$ cat config.mk
export PLATFORM = sky130hd
export DESIGN_NAME = ascii_distance_frame_parser
export DESIGN_NICKNAME = d
export VERILOG_FILES = /design/src/hw/rtl/adfp_pkg.sv /design/src/hw/rtl/ascii_distance_frame_parser.sv /design/src/hw/rtl/adfp_step.sv
export SDC_FILE = /design/constraint.sdc
export NUM_CORES = 1
export LEC_CHECK = 0
export ABC_AREA = 1
export BUFFER_PORTS_ARGS = -buffer_cell sky130_fd_sc_hd__buf_2
export CAP_MARGIN = 40
export CORE_UTILIZATION = 64
export CTS_BUF_LIST = sky130_fd_sc_hd__clkbuf_16
export CTS_CLUSTER_DIAMETER = 30
export DETAILED_ROUTE_END_ITERATION = 7
export PLACE_DENSITY_LB_ADDON = 0.1
export SLEW_MARGIN = 20
export SYNTH_ARGS = -nofsm -noshare
export SYNTH_HDL_FRONTEND = slang
export SYNTH_HIERARCHICAL = 1
export SYNTH_SLANG_ARGS = --single-unit
$ cat constraint.sdc
create_clock -name clk -period 4.35 [get_ports clk]
set_clock_uncertainty 0.2 [all_clocks]
set_input_delay 0.435 -clock clk [delete_from_list [all_inputs] [get_ports clk]]
set_output_delay 0.435 -clock clk [all_outputs]
set_load 0.05 [all_outputs]
$ cat src/hw/rtl/adfp_pkg.sv
package adfp_pkg;

  // Characters of the sensor frame "e:0 ... d:<digits>m".
  localparam logic [7:0] CH_E     = 8'h65;
  localparam logic [7:0] CH_COLON = 8'h3A;
  localparam logic [7:0] CH_ZERO  = 8'h30;
  localparam logic [7:0] CH_NINE  = 8'h39;
  localparam logic [7:0] CH_D     = 8'h64;
  localparam logic [7:0] CH_M     = 8'h6D;
  localparam logic [7:0] CH_SPACE = 8'h20;

  localparam int unsigned DistW = 16;

  typedef enum logic [2:0] {
    ST_WAIT_E   = 3'd0,
    ST_COLON_E  = 3'd1,
    ST_ZERO     = 3'd2,
    ST_WAIT_D   = 3'd3,
    ST_COLON_D  = 3'd4,
    ST_DIGITS   = 3'd5
  } parse_state_t;

  // Outcome of one byte: the new parser state and whether a frame completed.
  typedef struct packed {
    parse_state_t state;
    logic [DistW-1:0] acc;
    logic emit;
  } step_result_t;

endpackage

$ cat src/hw/rtl/ascii_distance_frame_parser.sv
// A byte is registered on acceptance and, if it ends a frame, its distance is loaded
// into the result register as the byte moves through the parser step, which a
// stalled result can hold back.
// Throughput: one byte per cycle while no result is stalled, set by the combinational
// parser step between the input and result registers; a stalled result holds both.
// Reset (rst, synchronous, active high) returns the parser to waiting for 'e',
// clears the accumulator and empties the input and result registers.
module ascii_distance_frame_parser (
  input  logic                        clk,
  input  logic                        rst,
  input  logic                        rx_valid,
  output logic                        rx_stall,
  input  logic [7:0]                  rx_byte,
  output logic                        distance_valid,
  input  logic                        distance_stall,
  output logic [adfp_pkg::DistW-1:0]  distance
);
  import adfp_pkg::*;

  // Input register: holds one received byte until the parser step takes it.
  logic             byte_valid;
  logic [7:0]       byte_reg;

  // Parser state, updated only when a byte moves through the step.
  parse_state_t     state;
  logic [DistW-1:0] acc;

  // Result register in front of the output channel.
  logic             out_valid;
  logic [DistW-1:0] out_distance;

  step_result_t     step;
  logic             advance;
  logic             rx_take;

  adfp_step u_step (
    .state   (state),
    .acc     (acc),
    .rx_byte (byte_reg),
    .result  (step)
  );

  // The held byte is consumed whenever the result register is empty or is
  // being drained in this cycle. While a result waits under a stall, every
  // byte is held, since the step could complete another frame.
  assign advance  = byte_valid && (!out_valid || !distance_stall);
  assign rx_stall = byte_valid && !advance;
  assign rx_take  = rx_valid && !rx_stall;

  always_ff @(posedge clk) begin
    if (rst) begin
      byte_valid <= 1'b0;
    end else if (rx_take) begin
      byte_valid <= 1'b1;
    end else if (advance) begin
      byte_valid <= 1'b0;
    end
  end

  always_ff @(posedge clk) begin
    if (rx_take) begin
      byte_reg <= rx_byte;
    end
  end

  always_ff @(posedge clk) begin
    if (rst) begin
      state <= ST_WAIT_E;
      acc   <= '0;
    end else if (advance) begin
      state <= step.state;
      acc   <= step.acc;
    end
  end

  // A completed frame loads the result register; otherwise a transaction on
  // the output channel empties it.
  always_ff @(posedge clk) begin
    if (rst) begin
      out_valid <= 1'b0;
    end else if (advance && step.emit) begin
      out_valid <= 1'b1;
    end else if (out_valid && !distance_stall) begin
      out_valid <= 1'b0;
    end
  end

  always_ff @(posedge clk) begin
    if (advance && step.emit) begin
      out_distance <= acc;
    end
  end

  assign distance_valid = out_valid;
  assign distance       = out_distance;

endmodule

$ cat src/hw/rtl/adfp_step.sv
module adfp_step (
  input  adfp_pkg::parse_state_t              state,
  input  logic [adfp_pkg::DistW-1:0]          acc,
  input  logic [7:0]                          rx_byte,
  output adfp_pkg::step_result_t              result
);
  import adfp_pkg::*;

  logic                 is_digit;
  logic [DistW-1:0]     acc_times_ten;
  logic [DistW-1:0]     digit_value;
  parse_state_t         state_next;

  assign is_digit      = (rx_byte >= CH_ZERO) && (rx_byte <= CH_NINE);
  // acc*10 as (acc << 3) + (acc << 1), wrapping at the field width.
  assign acc_times_ten = {acc[DistW-4:0], 3'b000} + {acc[DistW-2:0], 1'b0};
  assign digit_value   = {{(DistW-4){1'b0}}, rx_byte[3:0] - CH_ZERO[3:0]};

  always_comb begin
    unique case (state)
      ST_COLON_E: state_next = (rx_byte == CH_COLON) ? ST_ZERO : ST_WAIT_E;
      ST_ZERO:    state_next = (rx_byte == CH_ZERO) ? ST_WAIT_D : ST_WAIT_E;
      ST_WAIT_D:  state_next = (rx_byte == CH_D) ? ST_COLON_D : ST_WAIT_D;
      ST_COLON_D: state_next = (rx_byte == CH_COLON) ? ST_DIGITS : ST_WAIT_D;
      ST_DIGITS: begin
        if ((rx_byte == CH_SPACE) || is_digit) begin
          state_next = ST_DIGITS;
        end else begin
          state_next = ST_WAIT_E;
        end
      end
      default:    state_next = (rx_byte == CH_E) ? ST_COLON_E : ST_WAIT_E;
    endcase
  end

  always_comb begin
    result.state = state_next;
    result.acc   = acc;
    result.emit  = 1'b0;
    unique case (state)
      ST_COLON_D: begin
        if (rx_byte == CH_COLON) begin
          result.acc = '0;
        end
      end
      ST_DIGITS: begin
        if (is_digit) begin
          result.acc = acc_times_ten + digit_value;
        end else if (rx_byte == CH_M) begin
          result.emit = 1'b1;
        end
      end
      default: begin
        result.acc = acc;
      end
    endcase
  end

endmodule

Yosys cells after proc, flatten, opt, wreduce, memory -nomap -nowiden:

Index checks and enable logic that the tools add are counted.

* bits in registers: 45
* bits of input ports: 12
* output and inout bits: 18
* word-level logic and storage cells: 56

* $add $sub $neg: 2
* $lt $le $gt $ge: 2
* equality and inequality tests: 13
* multiplexer cells: 17
* reduce and logical (&&, ||, !) cells: 16

Operators by type and width (count)
* 16-bit two-way mux: 2
* 16-bit one-hot mux with 2 select lines: 1
* 8-bit by 6-bit == test with 1-bit output, second input constant: 3
* 8-bit by 7-bit == test with 1-bit output, second input constant: 3
* 16-bit adder: 1
* 16-bit by 4-bit adder with 16-bit output: 1
* 3-bit one-hot mux with 5 select lines: 1
* 3-bit two-way mux: 3
* 8-bit by 6-bit >= comparator with 1-bit output, second input constant: 1
* 8-bit by 6-bit less-or-equal comparator with 1-bit output, second input constant: 1
* 1-bit two-way mux: 8
* 3-bit by 2-bit == test with 1-bit output, second input constant: 2
* 3-bit == test, second input constant: 2
* 1-bit logical AND: 6
* 2-bit nonzero test: 3
* 1-bit logical NOT: 4
* 2-bit two-way mux: 2
* 2-bit by 1-bit inequality test with 1-bit output, second input constant: 2
* 4-bit AND reduction: 1
* 3-bit by 1-bit == test with 1-bit output, second input constant: 1
* 1-bit logical OR: 2

Longest topological paths before layout:

Gate-level depths: netlist (run 1).

* depth in word-level cells: 8
* gate-level depth with buffers: 18
* depth with buffers taken out: 18

Hierarchy:

Netlist (run 1), hierarchy kept.

By module, submodules not included
* ascii_distance_frame_parser: instances 1, cells an instance 166, area an instance 1665.3 µm², seq. area each 1141.1 µm²
* adfp_step: instances 1, cells an instance 294, area an instance 1540.2 µm², seq. area each 0.0 µm²

Worst setup path after synthesis (run 1):

No wires, ideal clock.

* kind: register -> register
* start: register byte_reg[3]
* end: register acc[14]
* setup time: 0.115 ns
* arrival time: 2.250 ns
* data required time: 4.035 ns
* path slack: 1.785 ns
* stages on the path, launching flop included: 17
* buffers on the path: 0
* clock period less this slack: 2.565 ns
* cells stage by stage: edfxtp_1 > inv_1 > fa_1 > inv_1 > fa_1 > nand3_1 > nand3_1 > nand3_1 > nand3_1 > nand2_1 > nand3_1 > nand2_1 > nand2_1 > inv_1 > nand3_1 > nand2_1 > nor2_1

RTL lines
* start: declaration: line ascii_distance_frame_parser.sv:22 `logic [7:0] byte_reg;`
* start signal: assignment: line ascii_distance_frame_parser.sv:62 `byte_reg <= rx_byte;`
* end signal: assignment: line ascii_distance_frame_parser.sv:72 `acc <= step.acc;`
* end: declaration: line ascii_distance_frame_parser.sv:26 `logic [DistW-1:0] acc;`

==> run summary, run 1 <==
Min Clock Period, post-route - 2.85 ns
asr flop ratio synth - 0
Max-slew headroom - 0.505
worst hold slack - 0.108 ns
Power Total - 1.07 mW
number of buffers created by CTS - 5
Power Density - 301 nW/um2
Residual DRC - 0
Synth-to-Final Area Change - 10.8%
required time worst endpoint - 4.33 ns
Total Negative Setup Slacks - 0 ns
Worst VDD drop - 0.232 mV
Rows - 25
Critical Path AT - 2.83 ns
Starting Density - 0.670
first-pass GRT wire length - 11.4 mm
Flop pwr share - 0.455
Final GP Congestion - 0.947
Main synth FF type - edfxtp_1
final slew viol count - 0
RSZ-0062 raised after global routing - false
Final Cycle Share - 0.654
Crit Reg-Reg Startpoint - byte_reg[3]$_DFFE_PP_
crit path cell chain - inv_1 -> fa_1 -> inv_1 -> fa_1 -> nand3_1 -> nand3_1 -> nand3_1 -> nand3_1 -> nand2_1 -> nand3_1 -> nand2_1 -> nand2_1 -> inv_1 -> nand3_1 -> nand2_1 -> nor2_1
post-route insts no fill - 554
terminus of the critical flop-to-flop path - acc[14]$_SDFFE_PP0P_
IO buf count - 29
synth warn - 6
post-synthesis mux area share - 0
Crit Path Max Fanout - 5
Post-Synth Simple-Gate Area - 0.321
status - complete, no violations
Pleak - 1.83 nW
Reg2Reg Setup Slack - 1.50 ns
layout cells sized above 1 - 0.109
Slew @ Worst Pin - 0.742 ns
Placed Cells - 546
H-tree levels - 2
CTS tree - done
Core ar. - 4790 um2
crit path max-delay cell type - fa_1
Total Routing Usage GR - 0.278
net switching power figure - 0.274 mW
post-synthesis xor/xnor area fraction - 0.00273
CP Class - reg -> reg
max incr delay on CP - 0.54 ns
max frequency - 351 MHz
Skew-Pair Late Insertion Delay - 0.29 ns
Die Span Y - 72.8 um
most used cell, CP - nand3_1
HP Class - in -> reg
grt ovf - 0
Gate power share - 0.146
Post-synth EDFFs - 24
startpoint class of the critical path - flop
Root Driver - clkbuf_16
wire per inst - 11.9 um
Hold-fix buffers, CTS - 0
area of the mapped netlist - 3210 um2
clock sinks - 45
Internal - 0.794 mW
largest family of logic cells by synthesized area - simple AND/OR/NAND/NOR gates
Synth Area in Compound Gates - 0.0820
post-synth top area cell - edfxtp_1
Final Hold Viols - 0
adder-cell share of the synthesized area - 0.118
Avg Vias per Cell - 5.18
hold path start - rst
top-area cell type share of the netlist area - 0.225
hold path cells - 2
final WL - 6.61 mm
Detailed Place HPWL - 4.79 mm
cts repair resizes - 0
Synth area leaders - edfxtp_1, nand2_1, dfxtp_1
die width - 72.8 um
Max Cap Viol - 0
Syn Inst Count - 460
largest net degree at the start of global routing - 22
number of distinct library cells after synthesis - 33
most frequent cell after synthesis - nand2_1
Die Area - 5300 um2
FF-to-FF path depth - 16
Worst-path clk slew - 0.06 ns
Mapped Nets - 501
# nets final - 527
postcts setup bufs - 0
first drt pass iteration count - 5
Worst Hold Path EP - byte_valid$_SDFFE_PP0P_
number of DRC markers in iteration 0 - 211
Post-DRT Antenna Nets - 0
Clk pwr share - 0.399
initial antenna violation count - 0
CTS Buffer Depth - 2
sequential fraction of the synthesis area - 0.356
I/O pin count - 30
post-synthesis average cell area - 6.97 um2
Post-synth top cells - nand2_1, inv_1, nand3_1
via count - 2868
register bit total from synthesis - 45
vias in the first global route - 2543
CP endpoint kind - flop
Antenna Cells - 0
switching share of power - 0.257
Final Setup Violations - 0
[cells by family after synthesis]
logic type / count (synthesis)
xor gates and xnor gates: 1
DFF: 45
AOI/OAI and AO/OA: 50
adders and majority gates: 29
buffers and inverters: 96
and+or+nand+nor: 239
[layout by cell type (no fill, tap or decap), types with 2 or more instances in the layout]
master / instances
nand4_1: 4
buf_4: 3
nor3_2: 2
ha_1: 27
o21ai_1: 7
dfxtp_1: 21
nor2_1: 43
o21ai_0: 6
edfxtp_1: 24
nand2_1: 135
buf_2: 29
nand3_1: 44
a21oi_1: 32
inv_2: 5
clkbuf_16: 5
fa_1: 2
inv_1: 79
nor3_1: 4
[worst max-delay path: cells and delay by family, from the launching register on]
family        cells  cell delay [ns]
buf+inv           3             0.23
fa+ha+maj         2             1.02
simple gates     11             0.92
flops             1             0.37
[through the flow]
stage | worst slack (ns) | util | instance area [um2]
floorplan | 1.78 | - | 3210
global placement | 1.63 | 0.707 | 3380
detailed placement | 1.54 | 0.707 | 3380
CTS | 1.53 | 0.742 | 3550
global route | 1.29 | 0.742 | 3550
finish | 1.50 | 0.742 | 3550
[worst max-delay path by stage]
stage                                      from                    to  slack, ns  depth (start not counted)
final                     byte_reg[3]$_DFFE_PP_  acc[14]$_SDFFE_PP0P_       1.50                         16
after CTS                 byte_reg[3]$_DFFE_PP_  acc[14]$_SDFFE_PP0P_       1.53                         16
after detailed placement  byte_reg[3]$_DFFE_PP_  acc[14]$_SDFFE_PP0P_       1.54                         16
after global routing      byte_reg[3]$_DFFE_PP_  acc[14]$_SDFFE_PP0P_       1.29                         16
after global placement    byte_reg[3]$_DFFE_PP_  acc[14]$_SDFFE_PP0P_       1.63                         16
after floorplan           byte_reg[3]$_DFFE_PP_  acc[14]$_SDFFE_PP0P_       1.78                         16
[power groups by stage]
stage,clock network [mW],logic [mW],registers (mW)
final,0.426,0.156,0.486
after global routing,0.443,0.180,0.489
after CTS,0.430,0.155,0.486
after detailed placement,0,0.152,0.495
after global placement,0,0.148,0.494
after floorplan,0,0.127,0.486
[per-layer routing]
| metal | GRT usage | vias to the layer above | share of wire |
|---|---|---|---|
| li1 | - | 1513 | - |
| met1 | 0.380 | 1274 | 0.48 |
| met2 | 0.458 | 71 | 0.47 |
| met3 | 0.0401 | 10 | 0.041 |
| met4 | 0.0850 | 0 | 0.014 |
| met5 | 0 | - | 0 |
[final cells by class]
class                   count  area [um2]
flip-flops and latches     45        1140
well taps                  67        83.8
fillers                   374        1230
clock buffers               5         125
multi-input cells         319        1680
repair buffers             32         168
inverters                  83         312
clock inverters             3        42.5
Power figures use the tool's default switching activity.
==> run 2: changes to the inputs <==
--- a/config.mk
+++ b/config.mk
@@ -8,7 +8,7 @@
 export ABC_AREA = 1
 export BUFFER_PORTS_ARGS = -buffer_cell sky130_fd_sc_hd__buf_2
 export CAP_MARGIN = 40
-export CORE_UTILIZATION = 64
+export CORE_UTILIZATION = 60
 export CTS_BUF_LIST = sky130_fd_sc_hd__clkbuf_16
 export CTS_CLUSTER_DIAMETER = 30
 export DETAILED_ROUTE_END_ITERATION = 7
==> constraint.sdc (replaced) <==
create_clock -name clk -period 2.65 [get_ports clk]
set_clock_uncertainty 0.2 [all_clocks]
set_input_delay 0.265 -clock clk [delete_from_list [all_inputs] [get_ports clk]]
set_output_delay 0.265 -clock clk [all_outputs]
set_load 0.05 [all_outputs]
==> run 2 against run 1 <==
  * Final area grew 6.7%
  * Critical path depth unchanged
  * Sequential cell count did not move
  * Die area is 6.5% higher
  * Setup slack got worse by 1.4 ns
==> run summary, run 2 (synthesis gave the netlist of run 1 again) <==
# nets final - 548 (was 527)
net switching power figure - 0.463 mW (was 0.274 mW)
max frequency - 394 MHz (was 351 MHz)
FF-to-FF path depth - 16 (unchanged)
Power Density - 447 nW/um2 (was 301 nW/um2)
initial antenna violation count - 0 (unchanged)
Critical Path AT - 2.52 ns (was 2.83 ns)
Worst VDD drop - 0.322 mV (was 0.232 mV)
most common cell after layout, fill and taps aside - nand2_1 (unchanged)
I/O pin count - 30 (unchanged)
grt ovf - 0 (unchanged)
Slew @ Worst Pin - 0.753 ns (was 0.742 ns)
Final GP Congestion - 0.857 (was 0.947)
Synth-to-Final Area Change - 18.1% (was 10.8%)
crit path max-delay cell type - fa_1 (unchanged)
most frequent cells in the layout - nand2_1, inv_1, nor2_1 (was nand2_1, inv_1, nand3_1)
Starting Density - 0.624 (was 0.670)
Detailed Place HPWL - 4.90 mm (was 4.79 mm)
largest net degree at the start of global routing - 42 (was 22)
Residual DRC - 0 (unchanged)
Die Area - 5640 um2 (was 5300 um2)
switching share of power - 0.273 (was 0.257)
final WL - 7.50 mm (was 6.61 mm)
startpoint class of the critical path - flop (unchanged)
Worst Hold Path EP - byte_valid$_SDFFE_PP0P_ (unchanged)
Crit Reg-Reg Startpoint - acc[2]$_SDFFE_PP0P_ (was byte_reg[3]$_DFFE_PP_)
layout cells sized above 1 - 0.163 (was 0.109)
Clk pwr share - 0.354 (was 0.399)
Post-DRT Antenna Nets - 0 (unchanged)
Internal - 1.23 mW (was 0.794 mW)
max incr delay on CP - 0.54 ns (about the same)
number of buffers created by CTS - 5 (unchanged)
CTS Buffer Depth - 2 (unchanged)
Pleak - 1.94 nW (was 1.83 nW)
Total Routing Usage GR - 0.281 (was 0.278)
Reg2Reg Setup Slack - 0.11 ns (was 1.50 ns)
Skew-Pair Late Insertion Delay - 0.28 ns (was 0.29 ns)
most used cell, CP - nand2_1 (was nand3_1)
post-route design area - 3790 um2 (was 3550 um2)
Die Span Y - 75.1 um (was 72.8 um)
vias in the first global route - 2719 (was 2543)
wire per inst - 13.0 um (was 11.9 um)
Final Hold Viols - 0 (unchanged)
RSZ-0062 raised after global routing - true (was false)
Flop pwr share - 0.468 (was 0.455)
CTS tree - done (unchanged)
CP Class - reg -> reg (unchanged)
Avg Vias per Cell - 5.32 (was 5.18)
first drt pass iteration count - 5 (unchanged)
post-layout util - 0.737 (was 0.742)
Root Driver - clkbuf_16 (unchanged)
Antenna Cells - 0 (unchanged)
Worst-path clk slew - 0.06 ns (about the same)
clock sinks - 45 (unchanged)
status - complete, no violations (unchanged)
Final Setup Violations - 0 (unchanged)
number of DRC markers in iteration 0 - 235 (was 211)
Final Cycle Share - 0.957 (was 0.654)
hold path cells - 3 (was 2)
final slew viol count - 0 (unchanged)
first-pass GRT wire length - 11.9 mm (was 11.4 mm)
Power Total - 1.69 mW (was 1.07 mW)
die width - 75.1 um (was 72.8 um)
terminus of the critical flop-to-flop path - acc[14]$_SDFFE_PP0P_ (unchanged)
Rows - 26 (was 25)
via count - 3074 (was 2868)
crit path cell chain - inv_2 -> fa_1 -> inv_2 -> fa_2 -> nand3_2 -> nand3_4 -> nand3_4 -> nand3_2 -> nand2_1 -> nand3_1 -> nand2_1 -> nand2_1 -> inv_1 -> nand3_2 -> nand2_1 -> nor2_1 (was inv_1 -> fa_1 -> inv_1 -> fa_1 -> nand3_1 -> nand3_1 -> nand3_1 -> nand3_1 -> nand2_1 -> nand3_1 -> nand2_1 -> nand2_1 -> inv_1 -> nand3_1 -> nand2_1 -> nor2_1)
HP Class - in -> reg (unchanged)
Core ar. - 5140 um2 (was 4790 um2)
required time worst endpoint - 2.63 ns (was 4.33 ns)
Min Clock Period, post-route - 2.54 ns (was 2.85 ns)
Crit Path Max Fanout - 4 (was 5)
H-tree levels - 2 (unchanged)
CP endpoint kind - flop (unchanged)
IO buf count - 29 (unchanged)
Cell Area, Placed - 3450 um2 (was 3380 um2)
Max Cap Viol - 0 (unchanged)
Max-slew headroom - 0.498 (was 0.505)
Gate power share - 0.178 (was 0.146)
hold path start - rx_valid (was rst)
## run 2: cell count changes in the layout (fill, tap and decap cells not counted), sizes merged
cell         before  now
buf              32   44
dlygate4sd3       0    9
clkinv            1    3
inv              84   83
bufinv            1    0
## run 2: worst max-delay path, delay by kind of cell, from the launching register on
kind,cells,cell delay (ns)
simple gates,11,0.82
flops,1,0.34
buf+inv,3,0.16
fa+ha+maj,2,0.92
## run 2: through the flow
stage | std cells | setup slack (ns) | hold WS (ns) | setup TNS (ns)
global route | 578 | -0.0146 | 0.0673 | -0.0291
global placement | 558 | 0.00631 | 0.234 | 0
floorplan | 460 | 0.0847 | 0.134 | 0
detailed placement | 558 | -0.0725 | 0.242 | -0.133
CTS | 576 | 0.0171 | 0.0193 | 0
finish | 578 | 0.114 | 0.0723 | 0
## run 2: what timing repair did
action	CTS	global route
resized for setup	3	17
pin swaps	0	5
setup buffers	1	2
endpoints found under the hold margin	9	0
hold buffers	9	0
gates cloned	0	0
setup endpoints to repair	3	9
## run 2: per-layer routing
layer	vias to the layer above	part of all wire	global-route usage
li1	1561	-	-
met1	1393	0.44	0.357
met2	107	0.49	0.479
met3	13	0.053	0.0442
met4	0	0.016	0.109
met5	-	0	0
## run 2: cell type report
type | instances | area, um2
flip-flops and latches | 45 | 1140
well taps | 70 | 87.6
repair buffers | 53 | 348
clock buffers | 5 | 125
fillers | 420 | 1350
multi-input cells | 319 | 1750
clock inverters | 3 | 17.5
inverters | 83 | 312
## run 2: how the worst max path moves through the flow
| stage | from | cells past startpoint | slack, ns | to |
|---|---|---|---|---|
| 3_5_place_dp | byte_reg[3]$_DFFE_PP_ | 16 | -0.07 | acc[14]$_SDFFE_PP0P_ |
| 5_1_grt | acc[2]$_SDFFE_PP0P_ | 18 | -0.01 | acc[15]$_SDFFE_PP0P_ |
| 2_1_floorplan | byte_reg[3]$_DFFE_PP_ | 16 | 0.08 | acc[14]$_SDFFE_PP0P_ |
| 6_report | acc[2]$_SDFFE_PP0P_ | 16 | 0.11 | acc[14]$_SDFFE_PP0P_ |
| 4_1_cts | byte_reg[3]$_DFFE_PP_ | 16 | 0.02 | acc[14]$_SDFFE_PP0P_ |
| 3_3_place_gp | byte_reg[3]$_DFFE_PP_ | 16 | 0.006 | acc[14]$_SDFFE_PP0P_ |
## run 2: power groups by stage
stage	registers [mW]	clock network [mW]	logic, mW
2_1_floorplan	0.798	0	0.209
3_3_place_gp	0.805	0	0.259
3_5_place_dp	0.806	0	0.266
4_1_cts	0.791	0.606	0.283
5_1_grt	0.796	0.635	0.341
6_report	0.792	0.599	0.302
==> run 3: changes to the inputs <==
--- a/config.mk
+++ b/config.mk
@@ -5,10 +5,10 @@
 export SDC_FILE = /design/constraint.sdc
 export NUM_CORES = 1
 export LEC_CHECK = 0
-export ABC_AREA = 1
+export ABC_AREA = 0
 export BUFFER_PORTS_ARGS = -buffer_cell sky130_fd_sc_hd__buf_2
 export CAP_MARGIN = 40
-export CORE_UTILIZATION = 60
+export CORE_UTILIZATION = 59
 export CTS_BUF_LIST = sky130_fd_sc_hd__clkbuf_16
 export CTS_CLUSTER_DIAMETER = 30
 export DETAILED_ROUTE_END_ITERATION = 7
==> run 3 against run 2 <==
  * The run now ends with negative setup slack left
  * Setup slack worse by 0.41 ns
  * Combinational power down 75%
  * Sequential cell count unchanged
  * Global-route usage down 4.2 points
  * First-iteration DRC count down 48%
  * Area after synthesis down 9.6%
  * Wire length down 18%
  * Clock power up 16%
  * Sequential share of layout area up 1.8 points
  * Critical endpoint unchanged
  * Critical path depth down 4
  * Synthesized cell count down 40%
==> run summary, run 3 <==
Final Hold Viols - 0 (unchanged)
HP Class - in -> reg (unchanged)
hold path start - rx_valid (unchanged)
RSZ-0062 raised after global routing - true (unchanged)
startpoint class of the critical path - flop (unchanged)
Syn Inst Count - 275 (was 460)
wire per inst - 15.2 um (was 13.0 um)
Final Setup Violations - 8 (was 0)
number of DRC markers in iteration 0 - 123 (was 235)
Setup WS post-layout - -0.291 ns (was 0.114 ns)
Power Total - 1.52 mW (was 1.69 mW)
Final GP Congestion - 0.856 (was 0.857)
Crit Path Max Fanout - 3 (was 4)
Die Span Y - 72.1 um (was 75.1 um)
Post-DRT Antenna Nets - 0 (unchanged)
Critical Path AT - 2.96 ns (was 2.52 ns)
register bit total from synthesis - 45 (unchanged)
Pleak - 1.48 nW (was 1.94 nW)
first-pass GRT wire length - 9.60 mm (was 11.9 mm)
Synth area leaders - edfxtp_1, dfxtp_1, ha_1 (was edfxtp_1, nand2_1, dfxtp_1)
Core ar. - 4720 um2 (was 5140 um2)
Main synth FF type - edfxtp_1 (unchanged)
worst hold slack - 0.0478 ns (was 0.0723 ns)
die width - 72.1 um (was 75.1 um)
final WL - 6.11 mm (was 7.50 mm)
layout cells sized above 1 - 0.266 (was 0.163)
synth warn - 6 (unchanged)
final slew viol count - 0 (unchanged)
asr flop ratio synth - 0 (unchanged)
Synth-to-Final Area Change - 23.3% (was 18.1%)
vias in the first global route - 2023 (was 2719)
terminus of the critical flop-to-flop path - acc[14]$_SDFFE_PP0P_ (unchanged)
Avg Vias per Cell - 5.63 (was 5.32)
Die Area - 5200 um2 (was 5640 um2)
Detailed Place HPWL - 3.97 mm (was 4.90 mm)
Antenna Cells - 0 (unchanged)
Max-slew headroom - 0.505 (was 0.498)
top-area cell type share of the netlist area - 0.249 (was 0.225)
Residual DRC - 0 (unchanged)
Post-synth EDFFs - 24 (unchanged)
grt ovf - 0 (unchanged)
Power Density - 424 nW/um2 (was 447 nW/um2)
largest net degree at the start of global routing - 41 (was 42)
Root Driver - clkbuf_16 (unchanged)
Cell Area, Placed - 3210 um2 (was 3450 um2)
CP Class - reg -> reg (unchanged)
post-synthesis average cell area - 10.5 um2 (was 6.97 um2)
failing checks - negative setup slack
Worst Hold Path EP - byte_valid$_SDFFE_PP0P_ (unchanged)
Skew-Pair Late Insertion Delay - 0.29 ns (was 0.28 ns)
Worst-path clk slew - 0.06 ns (about the same)
CTS tree - done (unchanged)
sequential fraction of the synthesis area - 0.394 (was 0.356)
post-route design area - 3570 um2 (was 3790 um2)
IO buf count - 29 (unchanged)
Place WS - -0.289 ns (was -0.0725 ns)
Post-synth top cells - nand2b_1, ha_1, edfxtp_1 (was nand2_1, inv_1, nand3_1)
Reg2Reg Setup Slack - -0.29 ns (was 0.11 ns)
initial antenna violation count - 0 (unchanged)
Mapped Nets - 316 (was 501)
Crit Reg-Reg Startpoint - acc[2]$_SDFFE_PP0P_ (unchanged)
Starting Density - 0.614 (was 0.624)
Total Routing Usage GR - 0.239 (was 0.281)
status - complete, but fails checks (was complete, no violations)
CTS Buffer Depth - 2 (unchanged)
Final Cycle Share - 1.11 (was 0.957)
# nets final - 375 (was 548)
FF-to-FF path depth - 12 (was 16)
via count - 2265 (was 3074)
number of buffers created by CTS - 5 (unchanged)
clock sinks - 45 (unchanged)
number of distinct library cells after synthesis - 48 (was 33)
Min Clock Period, post-route - 2.94 ns (was 2.54 ns)
most frequent cell after synthesis - nand2b_1 (was nand2_1)
area of the mapped netlist - 2900 um2 (was 3210 um2)
hold path cells - 3 (unchanged)
required time worst endpoint - 2.67 ns (was 2.63 ns)
CP endpoint kind - flop (unchanged)
Rows - 25 (was 26)
most frequent cells in the layout - nand2b_1, buf_2, edfxtp_1, ha_1, buf_4 (was nand2_1, inv_1, nor2_1)
H-tree levels - 2 (unchanged)
Slew @ Worst Pin - 0.740 ns (was 0.753 ns)
I/O pin count - 30 (unchanged)
max frequency - 340 MHz (was 394 MHz)
first drt pass iteration count - 4 (was 5)
Max Cap Viol - 0 (unchanged)
post-synth top area cell - edfxtp_1 (unchanged)
Worst VDD drop - 0.342 mV (was 0.322 mV)
most common cell after layout, fill and taps aside - nand2b_1 (was nand2_1)
==> run 3: stage by stage <==
stage | utilization | setup TNS (ns) | cells
CTS | 0.746 | -1.39 | 399
global route | 0.757 | -2.77 | 402
finish | 0.757 | -1.89 | 402
detailed placement | 0.681 | -1.41 | 381
global placement | 0.681 | -0.897 | 381
floorplan | - | -0.467 | 275
==> run 3: cells by family (layout without fill, tap and decap cells) <==
| kind of cell | count (synthesis) | after routing | share of synthesized area |
|---|---|---|---|
| and+or+nand+nor | 84 | 84 | 0.168 |
| AOI/OAI and AO/OA | 62 | 62 | 0.152 |
| DFF | 45 | 45 | 0.394 |
| adders and majority gates | 29 | 29 | 0.130 |
| muxes | 21 | 21 | 0.0730 |
| buffers and inverters | 21 | 81 | 0.0427 |
| xor gates and xnor gates | 13 | 13 | 0.0393 |
==> run 3: per-layer routing <==
metal	wire (um)	part of all wire	track usage	vias to the layer above
met5	0	0	0	-
met4	97	0.016	0.0763	0
met3	217	0.036	0.0528	9
met2	2870	0.47	0.370	50
met1	2920	0.48	0.334	1079
li1	-	-	-	1127
==> run 3: power by group <==
part	switching (mW)	total, mW	internal [mW]	leakage, nW
Clock	0.256	0.697	0.441	0.0775
Sequential	0.00565	0.744	0.738	0.359
Combinational	0.0341	0.0748	0.0407	1.04
Total	0.296	1.52	1.22	1.48
==> run 3: cell type report <==
class	count	area [um2]
clock buffer	5	125
clock inverter	3	41.3
fill	344	1150
inverter	12	45.0
multi-input combinational	209	1720
sequential	45	1140
tap	67	83.8
timing repair buffer	61	418
==> run 3: repair_timing <==
action                                  CTS  global route
hold buffers                              8             0
endpoints found under the setup margin    8             9
resized for setup                         6             5
setup buffers                             2             3
hold endpoints to repair                  8             0
pin swaps                                 6             4
==> run 3: how the worst max path moves through the flow <==
stage	startpoint	to	cells after the start
after detailed placement	byte_reg[2]$_DFFE_PP_	acc[14]$_SDFFE_PP0P_	11
final	acc[2]$_SDFFE_PP0P_	acc[14]$_SDFFE_PP0P_	12
after floorplan	acc[2]$_SDFFE_PP0P_	acc[14]$_SDFFE_PP0P_	12
after CTS	acc[2]$_SDFFE_PP0P_	acc[13]$_SDFFE_PP0P_	12
after global routing	acc[2]$_SDFFE_PP0P_	acc[10]$_SDFFE_PP0P_	12
after global placement	acc[2]$_SDFFE_PP0P_	acc[14]$_SDFFE_PP0P_	12
==> run 3: worst max-delay path, stage by stage (launching register included) <==
cell and delay (ns):
dfxtp_2 0.34, inv_2 0.04, fa_1 0.55, inv_2 0.06, fa_2 0.35, a21o_1 0.20, a221oi_4 0.37, o21ai_2 0.10
o21ai_2 0.10, mux2i_1 0.21, a22o_2 0.16, nand2b_1 0.06, mux2i_1 0.13
